`src/sv/wft_pkg.sv`:
```
package wft_pkg;

   localparam int MAX_FRAME_BITS = 64;
   localparam int BITS_W = $clog2(MAX_FRAME_BITS + 1);

   localparam int PULSE_W = 16;
   localparam int GAP_W = 16;
   localparam int FRAME_BITS_W = 7;
   localparam int CSR_DATA_W = 16;
   localparam int CSR_INDEX_W = 2;
   localparam int VALUE_W = 64;

   localparam logic [PULSE_W-1:0] PULSE_RESET = PULSE_W'(400);
   localparam logic [GAP_W-1:0] GAP_RESET = GAP_W'(1600);
   localparam logic [FRAME_BITS_W-1:0] FRAME_BITS_RESET =
      FRAME_BITS_W'((26 < MAX_FRAME_BITS) ? 26 : MAX_FRAME_BITS);

   localparam logic [CSR_INDEX_W-1:0] CSR_PULSE_WIDTH = 2'd0;
   localparam logic [CSR_INDEX_W-1:0] CSR_GAP_WIDTH = 2'd1;
   localparam logic [CSR_INDEX_W-1:0] CSR_FRAME_BITS = 2'd2;

   localparam logic OP_TICK = 1'b0;
   localparam logic OP_START = 1'b1;

   typedef enum logic [1:0] {
      PHASE_IDLE = 2'd0,
      PHASE_PULSE = 2'd1,
      PHASE_GAP = 2'd2
   } phase_type;

endpackage

```
`src/sv/wiegand_frame_transmitter_core.sv`:
```
// The result word for an input word is registered and valid in the cycle after accept.
// Throughput: one word per cycle unless stalled; line state and timers update on accept.
// The input stalls only while a finished result waits and the result side stalls.
// Reset (synchronous, active high) returns to idle and clears rsp_valid, but not the line
// outputs, and sets the registers to pulse_width 400, gap_width 1600 and frame_bits 26.
module wiegand_frame_transmitter_core (
   input  logic                                clock,
   input  logic                                reset,
   input  logic                                req_valid,
   output logic                                req_stall,
   input  logic                                req_operation,
   input  logic [wft_pkg::VALUE_W-1:0]         req_frame_value,
   output logic                                rsp_valid,
   input  logic                                rsp_stall,
   output logic                                rsp_zero_line,
   output logic                                rsp_one_line,
   output logic                                rsp_busy_res,
   output logic                                rsp_frame_done,
   output logic                                rsp_start_ignored,
   input  logic                                csr_write,
   input  logic [wft_pkg::CSR_INDEX_W-1:0]     csr_index,
   input  logic [wft_pkg::CSR_DATA_W-1:0]      csr_data
);

   localparam int MAXB = wft_pkg::MAX_FRAME_BITS;
   localparam int BW = wft_pkg::BITS_W;

   logic [wft_pkg::PULSE_W-1:0]      pulse_width_ff;
   logic [wft_pkg::GAP_W-1:0]        gap_width_ff;
   logic [wft_pkg::FRAME_BITS_W-1:0] frame_bits_ff;

   wft_pkg::phase_type phase_ff, phase_in;
   logic [MAXB-1:0]    shift_word_ff, shift_word_in;
   logic [BW-1:0]      bits_left_ff, bits_left_in;
   logic [15:0]        time_left_ff, time_left_in;

   logic rsp_valid_ff;
   logic zero_line_ff, zero_line_in;
   logic one_line_ff, one_line_in;
   logic busy_ff, busy_in;
   logic done_ff, done_in;
   logic ignored_ff, ignored_in;

   logic            accept;
   logic [15:0]     time_dec;
   logic [BW-1:0]   start_bits;
   logic [BW-1:0]   shift_amt;
   logic            busy_now;

   assign req_stall = rsp_valid_ff && rsp_stall;
   assign accept = req_valid && !req_stall;
   assign busy_now = (phase_ff == wft_pkg::PHASE_PULSE) || (phase_ff == wft_pkg::PHASE_GAP);
   assign time_dec = time_left_ff - 16'd1;

   // The register write already keeps frame_bits in range, so no clamp is needed here.
   assign start_bits = BW'(frame_bits_ff);
   assign shift_amt = BW'(MAXB) - start_bits;

   // Config registers drop zero widths and frame lengths whose low 7 bits are 0 or above 64.
   always_ff @(posedge clock) begin
      if (reset) begin
         pulse_width_ff <= wft_pkg::PULSE_RESET;
         gap_width_ff <= wft_pkg::GAP_RESET;
         frame_bits_ff <= wft_pkg::FRAME_BITS_RESET;
      end else if (csr_write) begin
         unique case (csr_index)
            wft_pkg::CSR_PULSE_WIDTH: begin
               if (csr_data != '0) pulse_width_ff <= csr_data[wft_pkg::PULSE_W-1:0];
            end
            wft_pkg::CSR_GAP_WIDTH: begin
               if (csr_data != '0) gap_width_ff <= csr_data[wft_pkg::GAP_W-1:0];
            end
            wft_pkg::CSR_FRAME_BITS: begin
               if (csr_data[wft_pkg::FRAME_BITS_W-1:0] != '0 &&
                   csr_data[wft_pkg::FRAME_BITS_W-1:0] <= wft_pkg::FRAME_BITS_W'(MAXB))
                  frame_bits_ff <= csr_data[wft_pkg::FRAME_BITS_W-1:0];
            end
            default: begin
            end
         endcase
      end
   end

   // Next state of the sequencer and its counters.
   always_comb begin
      phase_in = phase_ff;
      shift_word_in = shift_word_ff;
      bits_left_in = bits_left_ff;
      time_left_in = time_left_ff;
      done_in = 1'b0;
      ignored_in = 1'b0;
      if (req_operation == wft_pkg::OP_START) begin
         if (busy_now) begin
            ignored_in = 1'b1;
         end else begin
            shift_word_in = req_frame_value[MAXB-1:0] << shift_amt;
            bits_left_in = start_bits;
            phase_in = wft_pkg::PHASE_PULSE;
            time_left_in = pulse_width_ff;
         end
      end else begin
         unique case (phase_ff)
            wft_pkg::PHASE_PULSE: begin
               time_left_in = time_dec;
               if (time_dec == '0) begin
                  phase_in = wft_pkg::PHASE_GAP;
                  time_left_in = gap_width_ff;
               end
            end
            wft_pkg::PHASE_GAP: begin
               time_left_in = time_dec;
               if (time_dec == '0) begin
                  bits_left_in = bits_left_ff - BW'(1);
                  shift_word_in = {shift_word_ff[MAXB-2:0], 1'b0};
                  if (bits_left_ff == BW'(1)) begin
                     phase_in = wft_pkg::PHASE_IDLE;
                     done_in = 1'b1;
                  end else begin
                     phase_in = wft_pkg::PHASE_PULSE;
                     time_left_in = pulse_width_ff;
                  end
               end
            end
            default: begin
            end
         endcase
      end
   end

   // Line levels follow the state after this word.
   always_comb begin
      zero_line_in = !((phase_in == wft_pkg::PHASE_PULSE) && !shift_word_in[MAXB-1]);
      one_line_in = !((phase_in == wft_pkg::PHASE_PULSE) && shift_word_in[MAXB-1]);
      busy_in = (phase_in == wft_pkg::PHASE_PULSE) || (phase_in == wft_pkg::PHASE_GAP);
   end

   always_ff @(posedge clock) begin
      if (reset) begin
         phase_ff <= wft_pkg::PHASE_IDLE;
         shift_word_ff <= '0;
         bits_left_ff <= '0;
         time_left_ff <= '0;
      end else if (accept) begin
         phase_ff <= phase_in;
         shift_word_ff <= shift_word_in;
         bits_left_ff <= bits_left_in;
         time_left_ff <= time_left_in;
      end
   end

   always_ff @(posedge clock) begin
      if (reset) begin
         rsp_valid_ff <= 1'b0;
      end else if (accept) begin
         rsp_valid_ff <= 1'b1;
      end else if (!rsp_stall) begin
         rsp_valid_ff <= 1'b0;
      end
   end

   always_ff @(posedge clock) begin
      if (accept) begin
         zero_line_ff <= zero_line_in;
         one_line_ff <= one_line_in;
         busy_ff <= busy_in;
         done_ff <= done_in;
         ignored_ff <= ignored_in;
      end
   end

   assign rsp_valid = rsp_valid_ff;
   assign rsp_zero_line = zero_line_ff;
   assign rsp_one_line = one_line_ff;
   assign rsp_busy_res = busy_ff;
   assign rsp_frame_done = done_ff;
   assign rsp_start_ignored = ignored_ff;

   a_lines_exclusive: assert property (@(posedge clock) disable iff (reset)
      rsp_valid |-> (rsp_zero_line || rsp_one_line))
      else $error("both data lines driven low");

   a_done_idle: assert property (@(posedge clock) disable iff (reset)
      (rsp_valid && rsp_frame_done) |-> (!rsp_busy_res && !rsp_start_ignored))
      else $error("frame end reported while still busy");

   a_ignored_busy: assert property (@(posedge clock) disable iff (reset)
      (rsp_valid && rsp_start_ignored) |-> rsp_busy_res)
      else $error("dropped start reported while idle");

   a_idle_no_bits: assert property (@(posedge clock) disable iff (reset)
      (phase_ff == wft_pkg::PHASE_IDLE) |-> (bits_left_ff == '0))
      else $error("bits left while idle");

   a_busy_timer: assert property (@(posedge clock) disable iff (reset)
      busy_now |-> (time_left_ff != '0 && bits_left_ff != '0))
      else $error("busy with an empty timer or bit count");

endmodule
```
`config.mk`:
```
export PLATFORM = sky130hd
export DESIGN_NAME = wiegand_frame_transmitter_core
export DESIGN_NICKNAME = d
export VERILOG_FILES = /design/src/sv/wft_pkg.sv /design/src/sv/wiegand_frame_transmitter_core.sv
export SDC_FILE = /design/constraint.sdc
export NUM_CORES = 1
export LEC_CHECK = 0
export BUFFER_PORTS_ARGS = -buffer_cell sky130_fd_sc_hd__clkbuf_2
export CORE_ASPECT_RATIO = 0.75
export CORE_MARGIN = 2
export CORE_UTILIZATION = 58
export DETAILED_ROUTE_END_ITERATION = 10
export PLACE_DENSITY = 0.78
export SLEW_MARGIN = 20
export SYNTH_ARGS = -nofsm -noshare
export SYNTH_HDL_FRONTEND = slang
export SYNTH_SLANG_ARGS = --single-unit
export TNS_END_PERCENT = 30
```
`constraint.sdc`:
```
create_clock -name clock -period 5.41 [get_ports clock]
set_input_delay 0.541 -clock clock [delete_from_list [all_inputs] [get_ports clock]]
set_output_delay 0.541 -clock clock [all_outputs]
set_load 0.005 [all_outputs]
```
== After elaboration in Yosys (flattened, before gate mapping) ==
Index checks and enable logic that the tools add are counted.

* Flip-flop bits (word level): 134
* Input port bits: 88

* Add/sub/neg operators: 3
* $lt $le $gt $ge: 1
* Equality and inequality tests: 9
* Shifts and indexed selects: 1
* Mux-type cells: 24
* Bitwise gates (word level): 2
* Reductions and logical operators: 24

{| class="wikitable"
|+ Operators by type and width
! operator !! count
|-
| two-way mux 64 bit || 4
|-
| two-way mux 16 bit || 5
|-
| left shift 64 x 7 -> 64 bit || 1
|-
| case mux 16 bit (2 select lines) || 1
|-
| two-way mux 7 bit || 4
|-
| logical NOT 16 bit || 1
|-
| nonzero test 16 bit || 1
|-
| subtractor 16 x 1 -> 16 bit (second input constant) || 1
|-
| AND reduction 3 bit || 4
|-
| two-way mux 2 bit || 4
|-
| == test 7 x 1 -> 1 bit (second input constant) || 1
|-
| less-or-equal comparator 7 bit (second input constant) || 1
|-
| nonzero test 7 bit || 1
|-
| subtractor 7 x 1 -> 7 bit (second input constant) || 1
|-
| subtractor 7 bit (first input constant) || 1
|-
| == test 2 x 1 -> 1 bit (second input constant) || 3
|-
| == test 2 bit (second input constant) || 3
|-
| logical AND 1 bit || 5
|-
| two-way mux 1 bit || 5
|-
| logical NOT 1 bit || 4
|-
| case mux 2 bit (2 select lines) || 1
|-
| AND reduction 4 bit || 1
|-
| nonzero test 2 bit || 2
|-
| nonzero test 3 bit || 1
|-
| 6 further kinds || 8
|}

== Depth between registers and ports, before layout ==
Gate-level depths: netlist of the first run.

* Word-level depth: 8
* Gate-level depth with buffers: 19
* Depth with buffers taken out: 11

== Least setup slack after synthesis of the first run ==
OpenSTA, ideal clock, no wires.

* Kind: register -> register
* From: register frame_bits_ff[0] (netlist name)
* To: register shift_word_ff[58]
* Setup time: 0.133 ns
* Arrival time: 4.131 ns
* Data required time: 5.277 ns
* Slack: 1.146 ns
* Cell stages (with the launch flop): 17
* Clock period less this slack: 4.264 ns
* Cell sequence: dfxtp_1 -> buf_2 -> inv_2 -> clkbuf_1 -> clkbuf_1 -> clkbuf_1 -> ha_1 -> buf_2 -> buf_4 -> buf_2 -> buf_4 -> buf_2 -> mux4_2 -> a21oi_1 -> a211oi_1 -> a2111oi_4 -> a211oi_2

* Longest elaborated chain between the ends: 4

{| class="wikitable"
|+ RTL lines
! element !! line !! source
|-
| start, declared || wiegand_frame_transmitter_core.sv:30 || <nowiki>logic [wft_pkg::FRAME_BITS_W-1:0] frame_bits_ff;</nowiki>
|-
| start signal, assigned || wiegand_frame_transmitter_core.sv:64 || <nowiki>frame_bits_ff <= wft_pkg::FRAME_BITS_RESET;</nowiki>
|-
| start signal, assigned || wiegand_frame_transmitter_core.sv:76 || <nowiki>frame_bits_ff <= csr_data[wft_pkg::FRAME_BITS_W-1:0];</nowiki>
|-
| subtractor 7 bit || wiegand_frame_transmitter_core.sv:57 || <nowiki>assign shift_amt = BW'(MAXB) - start_bits;</nowiki>
|-
| left shift 64 x 7 -> 64 bit || wiegand_frame_transmitter_core.sv:96 || <nowiki>shift_word_in = req_frame_value[MAXB-1:0] << shift_amt;</nowiki>
|-
| two-way mux 64 bit || wiegand_frame_transmitter_core.sv:93 || <nowiki>if (busy_now) begin</nowiki>
|-
| two-way mux 64 bit || wiegand_frame_transmitter_core.sv:92 || <nowiki>if (req_operation == wft_pkg::OP_START) begin</nowiki>
|-
| end signal, assigned || wiegand_frame_transmitter_core.sv:145 || <nowiki>shift_word_ff <= shift_word_in;</nowiki>
|-
| end, declared || wiegand_frame_transmitter_core.sv:33 || <nowiki>logic [MAXB-1:0] shift_word_ff, shift_word_in;</nowiki>
|}

Every way passes these cells. The select of a mux whose other input is x is not followed.
A chain may end at the register's enable or synchronous reset.

== Final worst setup path of the first run ==
* From: register frame_bits_ff[1] (netlist name)
* To: register zero_line_ff (netlist: rsp_zero_line), data pin

* Longest elaborated chain between the ends: 7

{| class="wikitable"
|+ RTL lines
! element !! line !! source
|-
| subtractor 7 bit || wiegand_frame_transmitter_core.sv:57 ||
|-
| left shift 64 x 7 -> 64 bit || wiegand_frame_transmitter_core.sv:96 ||
|-
| two-way mux 64 bit || wiegand_frame_transmitter_core.sv:93 ||
|-
| two-way mux 64 bit || wiegand_frame_transmitter_core.sv:92 ||
|-
| logical NOT 1 bit || wiegand_frame_transmitter_core.sv:132 || <nowiki>zero_line_in = !((phase_in == wft_pkg::PHASE_PULSE) && !shift_word_in[MAXB-1]);</nowiki>
|-
| logical AND 1 bit || wiegand_frame_transmitter_core.sv:132 ||
|-
| logical NOT 1 bit || wiegand_frame_transmitter_core.sv:132 ||
|-
| net zero_line_in || wiegand_frame_transmitter_core.sv:38 || <nowiki>logic zero_line_ff, zero_line_in;</nowiki>
|-
| end signal, assigned || wiegand_frame_transmitter_core.sv:163 || <nowiki>zero_line_ff <= zero_line_in;</nowiki>
|-
| end, declared || wiegand_frame_transmitter_core.sv:38 ||
|}

The timed path passes the listed nets, and every way through them passes these cells. The select of a mux whose other input is x is not followed.

==> results of run 1 <==
[state kept, by name (all words and copies together), names as in the netlist]
name / cells
shift_word_ff: 64
gap_width_ff: 16
pulse_width_ff: 16
time_left_ff: 16
bits_left_ff: 7
frame_bits_ff: 7
phase_ff: 2
rsp_busy_res: 1
rsp_frame_done: 1
rsp_one_line: 1
rsp_start_ignored: 1
rsp_valid: 1
rsp_zero_line: 1
[cell families (layout without fill, tap and decap cells)]
| family | after synthesis | in the layout | share of synthesized area, % |
|---|---|---|---|
| simple gates | 475 | 475 | 20.4 |
| compound gates | 315 | 315 | 20.4 |
| mux | 205 | 205 | 25.0 |
| buf+inv | 154 | 181 | 6.45 |
| flops | 134 | 134 | 25.1 |
| xor+xnor | 18 | 18 | 1.66 |
| fa+ha+maj | 8 | 8 | 0.921 |
[final cells by class]
| type | count | share of cell area [%] |
|---|---|---|
| inverter | 32 | 1.01 |
| sequential | 134 | 23.0 |
| tap | 247 | 2.60 |
| timing repair buffer | 117 | 5.42 |
| clock buffer | 19 | 3.80 |
| multi-input combinational | 1021 | 63.2 |
| clock inverter | 13 | 1.03 |
[per-layer routing]
| metal | up-vias | GRT usage [%] | part of all wire (%) |
|---|---|---|---|
| li1 | 4944 | - | - |
| met1 | 5134 | 51.5 | 44 |
| met2 | 651 | 46.1 | 41 |
| met3 | 51 | 10.1 | 13 |
| met4 | 0 | 7.02 | 1.3 |
| met5 | - | 0 | 0 |
[power by group]
group | internal, W | switching (W)
Sequential | 0.00108 | 0.0000764
Clock | 0.000661 | 0.000464
Combinational | 0.000398 | 0.000621
[through the flow]
| stage | hold slack, ns | instances | setup slack, ns | total power (W) |
|---|---|---|---|---|
| final | 0.375 | 1583 | 1.45 | 0.00330 |
| after global routing | 0.383 | 1583 | 1.11 | 0.00343 |
| after CTS | 0.359 | 1583 | 1.52 | 0.00326 |
| after detailed placement | 0.451 | 1551 | 1.54 | 0.00215 |
| after global placement | 0.445 | 1551 | 1.65 | 0.00213 |
| after floorplan | 0.431 | 1309 | 1.15 | 0.00189 |
[synth_stat cells (7+ instances only)]
master      n
o22ai_1    22
and2_1     13
nand2b_1   12
buf_2      35
a311oi_1   17
clkbuf_1   63
and3_1      8
a211oi_1   75
nor2_1    182
nor4_1     13
a31oi_1     8
a21oi_1    70
nand2_1   116
a21o_1      7
buf_1       9
o21ai_0    33
or3_1      10
dfxtp_1   129
mux2_2     23
nor3_1     62
xnor2_1    10
mux4_2     51
mux2i_1   131
inv_1      30
nand3_1    21
buf_4       9
a22oi_1    14
ha_1        8
[final timing paths]
path                            startpoint                        endpoint  slack [ns]  depth (start not counted)
min                            csr_data[7]  pulse_width_ff[7]$_SDFFE_PP1P_        0.37                          3
max reg2reg  frame_bits_ff[1]$_SDFFE_PP1P_         rsp_zero_line$_DFFE_PP_        1.45                         11
max          frame_bits_ff[1]$_SDFFE_PP1P_         rsp_zero_line$_DFFE_PP_        1.45                         11
min reg2reg  shift_word_ff[0]$_SDFFE_PP0P_   shift_word_ff[0]$_SDFFE_PP0P_        0.46                          2
[critical path, delay by kind of cell (launching register included)]
family	cells	cell delay, ns
buffers and inverters	3	0.92
muxes	3	0.74
DFF	1	0.44
adders and majority gates	1	0.73
AOI/OAI and AO/OA	3	0.72
and+or+nand+nor	1	0.10
==> results.json, run 1 <==
{
  "multi_input_area_um2": 7520,
  "cp_common_cell": "mux2i_1",
  "worst_slew_pin_slew_ns": 1.16,
  "final_cell_mix": "nor2_1, mux2i_1, dfxtp_1, nand2_1, clkbuf_2",
  "core_region_area_um2": 18400,
  "fin_crit_ns": 3.96,
  "syn_nets": 1405,
  "nFillCells": 1586,
  "drc": 0,
  "async_flop_share_pct": 0,
  "start_util_pct": 59.1,
  "synthTopCellsByArea": "dfxtp_1, mux2i_1, mux4_2",
  "areaGrowthSynthToFinish_pct": 9.59,
  "dieArea_um2": 19900,
  "dr_total_vias": 10800,
  "crit_required_ns": 5.57,
  "maxSlewHeadroom_pct": 22.9,
  "num_rows": 43,
  "place_hpwl_um": 24500,
  "max_freq_ghz": 0.253,
  "worstSetupPathType": "register to register",
  "antenna_left": 0,
  "crit_slowest_cell": "ha_4",
  "cts_root_buffer": "clkbuf_16",
  "synthCells": 1309,
  "cts_tree": "yes",
  "antenna_found_initial": 0,
  "fp.dieW_um": 162,
  "clk_latency_ns": 0.42,
  "wire_per_inst_um": 21.5,
  "finalInstanceArea_um2": 11900,
  "ios": 95,
  "synthFlopType": "dfxtp_1",
  "drtIter0Drc": 1695,
  "outcome": "complete, no violations",
  "ys_warn_count": 0,
  "grt_setup_unrepaired": "no",
  "routed_via_density": 6.81,
  "finalHoldViolations": 0,
  "grt.overflow.total": 0,
  "drive_gt1_share_pct": 19.1,
  "cp.arrival_ns": 4.11,
  "cts.reportedPaths.clkPinSlew_ns": 0.06,
  "end_kind": "register",
  "grt_pass1_wl_um": 52200,
  "synth_edf_count": 5,
  "slew_viol_final": 0,
  "diodes": 0,
  "die_h_um": 123,
  "power_leakage_nw": 4.78,
  "register_area_um2": 2730,
  "grt_max_degree": 90,
  "h-tree-depth": 4,
  "cp_cell_sequence": "inv_1 > ha_4 > buf_4 > buf_4 > mux2i_1 > mux2i_1 > mux2i_1 > a211oi_1 > a2111o_1 > a211oi_2 > nand2_1",
  "ys_types": 76,
  "hold_path.class": "input pin to register",
  "wirelength_um": 34000,
  "cts_buffer_depth": 2,
  "post_synth.cell_area_avg_um2": 8.30,
  "p_per_area_nw_per_um2": 277,
  "clock_skew_ns": 0.0106,
  "dr.pass1.iters": 6,
  "drv_cap": 0,
  "first_global_vias": 9356,
  "finalNetCount": 1419,
  "cts.sink_count": 134,
  "period_share_pct": 73.1,
  "setup_viol": 0,
  "fin_setup_tns_ns": 0,
  "cp-start-kind": "register",
  "cts_made_buffers": 17,
  "ys_seq_elements": 134,
  "hold_buffers": 0,
  "synth_top_area_share_pct": 23.8,
  "crit_fanout": 48,
  "postCtsSetupBuffers": 0,
  "placed_cell_area_um2": 11300,
  "synth.largest_area_cell": "dfxtp_1",
  "post_cts_resized": 0,
  "cp_slowest_stage_delay_ns": 0.73,
  "synth_area_um2": 10900,
  "finish.utilization_pct": 64.7,
  "port_buffers": 94,
  "peakVddDrop_mv": 0.192,
  "globalplace.congestion": 0.973,
  "gr-usage-all-layers_pct": 33.6,
  "yosysSeqAreaShare_pct": 25.1,
  "final_common_cell": "nor2_1"
}
Power figures use the tool's default switching activity.
==> run 2: changes to the inputs <==
Clock period 5.41 ns to 4.1 ns, I/O delays scaled along.
==> run 2 against run 1 <==
Against the previous run:
- first-iteration DRC count rose by 3.5%
- highest routed layer unchanged
- via count grew 0.56%
- worst hold slack got worse by 0.14 ns
- critical path type unchanged
- largest power group unchanged
- clock power rose by 34%
- critical path depth down 2
- sequential power is 32% higher
==> results.json, run 2 (same netlist as run 1, synthesis figures left out) <==
{
  "wire_per_inst_um": 21.5,
  "cts.reportedPaths.clkPinSlew_ns": 0.06,
  "final_common_cell": "nor2_1",
  "place_hpwl_um": 25100,
  "grt_max_degree": 90,
  "cts_root_buffer": "clkbuf_16",
  "areaGrowthSynthToFinish_pct": 10.9,
  "antenna_found_initial": 0,
  "peakVddDrop_mv": 0.238,
  "num_rows": 43,
  "clock_skew_ns": 0.00985,
  "outcome": "complete, no violations",
  "ios": 95,
  "cp.buffers_inverters": 2,
  "grt_pass1_wl_um": 53900,
  "dieArea_um2": 19900,
  "wirelength_um": 34300,
  "drc": 0,
  "finish.utilization_pct": 65.5,
  "die_h_um": 123,
  "ff2ff_path_depth": 9,
  "nFillCells": 1591,
  "end_kind": "register",
  "largest_register_ffs": 64,
  "diodes": 0,
  "placedCellCount": 1565,
  "multi_input_area_um2": 7520,
  "crit_required_ns": 4.43,
  "start_util_pct": 59.1,
  "h-tree-depth": 4,
  "power_leakage_nw": 4.87,
  "max_freq_ghz": 0.277,
  "dr_total_vias": 10800,
  "post_cts_resized": 0,
  "fin_crit_ns": 3.61,
  "whs_ns": 0.233,
  "hold-path-cell-count": 3,
  "hold_buffers": 0,
  "globalplace.congestion": 1.00,
  "period_share_pct": 88.0,
  "clk_latency_ns": 0.42,
  "final_cell_mix": "nor2_1, mux2i_1, dfxtp_1, nand2_1, clkbuf_2",
  "dr.pass1.iters": 8,
  "finalHoldViolations": 0,
  "endpoint": "shift_word_ff[51]$_SDFFE_PP0P_",
  "cts_tree": "yes",
  "rr_endpoint": "shift_word_ff[51]$_SDFFE_PP0P_",
  "routed_via_density": 6.79,
  "crit_start": "frame_bits_ff[1]$_SDFFE_PP1P_",
  "port_buffers": 94,
  "maxSlewHeadroom_pct": 33.5,
  "cts.sink_count": 134,
  "setup_viol": 0,
  "cts_buffer_depth": 2,
  "grt_setup_unrepaired": "no",
  "crit_slowest_cell": "o32ai_1",
  "cp.arrival_ns": 3.94,
  "crit_fanout": 23,
  "drive_gt1_share_pct": 19.9,
  "max_flop_register": "shift_word_ff",
  "gr-usage-all-layers_pct": 34.6,
  "worst_slew_pin_slew_ns": 0.994,
  "cp_slowest_stage_delay_ns": 0.81,
  "cp_cell_sequence": "inv_1 > ha_4 > buf_4 > mux2i_1 > mux4_2 > and2_1 > o32ai_1 > a21oi_1 > a311oi_1",
  "worstSetupPathType": "register to register",
  "hold_path.class": "input pin to register",
  "worstSetupPathDepth": 9,
  "finalNetCount": 1433,
  "drtIter0Drc": 1754,
  "core_region_area_um2": 18400,
  "fin_setup_tns_ns": 0,
  "register_area_um2": 2730,
  "cp-start-kind": "register",
  "grt.overflow.total": 0,
  "path_delay_family": "compound AO/OA/AOI/OAI gates",
  "finalInstanceArea_um2": 12100,
  "fp.dieW_um": 162,
  "r2r-start": "frame_bits_ff[1]$_SDFFE_PP1P_",
  "slew_viol_final": 0,
  "placed_cell_area_um2": 11500,
  "postCtsSetupBuffers": 0,
  "finalNonFillerCells": 1597,
  "drv_cap": 0,
  "r2r_slack_ns": 0.49,
  "p_per_area_nw_per_um2": 363,
  "cts_made_buffers": 17,
  "antenna_left": 0,
  "first_global_vias": 9668
}
==> run 2: cell count changes in the layout (fill, tap and decap cells not counted) <==
cell,delta
clkinv_2,-1
clkinv_4,-2
clkinvlp_4,-2
clkbuf_1,+1
buf_12,+4
inv_8,+1
buf_4,+10
inv_6,+4
clkbuf_8,-2
inv_4,+1
==> run 2: metal layers <==
metal	track usage (%)	vias up	wire [um]
met1	52.8	5141	15300
li1	-	4962	-
met5	0	-	0
met3	10.8	56	4680
met2	46.8	681	13900
met4	8.24	0	533
==> run 2: worst min path at each step <==
stage / from / end
after floorplan: shift_word_ff[0]$_SDFFE_PP0P_ / shift_word_ff[0]$_SDFFE_PP0P_
after global placement: shift_word_ff[0]$_SDFFE_PP0P_ / shift_word_ff[0]$_SDFFE_PP0P_
after detailed placement: shift_word_ff[0]$_SDFFE_PP0P_ / shift_word_ff[0]$_SDFFE_PP0P_
after CTS: req_valid / rsp_valid$_SDFFE_PP0P_
after global routing: req_valid / rsp_valid$_SDFFE_PP0P_
final: req_valid / rsp_valid$_SDFFE_PP0P_
==> run 2: through the flow <==
step                worst slack (ns)  total power, W
finish                         0.490         0.00438
global route                   0.279         0.00456
CTS                            0.527         0.00433
detailed placement             0.572         0.00285
global placement               0.674         0.00282
floorplan                     0.0632         0.00250
==> run 2: final cells by class <==
type	instances	share of cell area (%)
clock buffer	18	3.56
tap	247	2.56
timing repair buffer	131	6.64
sequential	134	22.7
inverter	32	0.996
multi-input combinational	1021	62.4
clock inverter	14	1.14
==> run 2: power breakdown <==
part           switching [W]  leakage (nW)  total, W  internal [W]
logic               0.000818          3.50   0.00136      0.000539
registers           0.000103          1.10   0.00152       0.00142
clock network       0.000645         0.275   0.00150      0.000852
total                0.00157          4.87   0.00438       0.00281
==> run 2: worst reg2reg max path, cell delays in order, from the launching register on <==
cell      delay (ns)
dfxtp_1         0.43
inv_1           0.13
ha_4            0.53
buf_4           0.32
mux2i_1         0.18
mux4_2          0.51
and2_1          0.19
o32ai_1         0.81
a21oi_1         0.16
a311oi_1        0.27
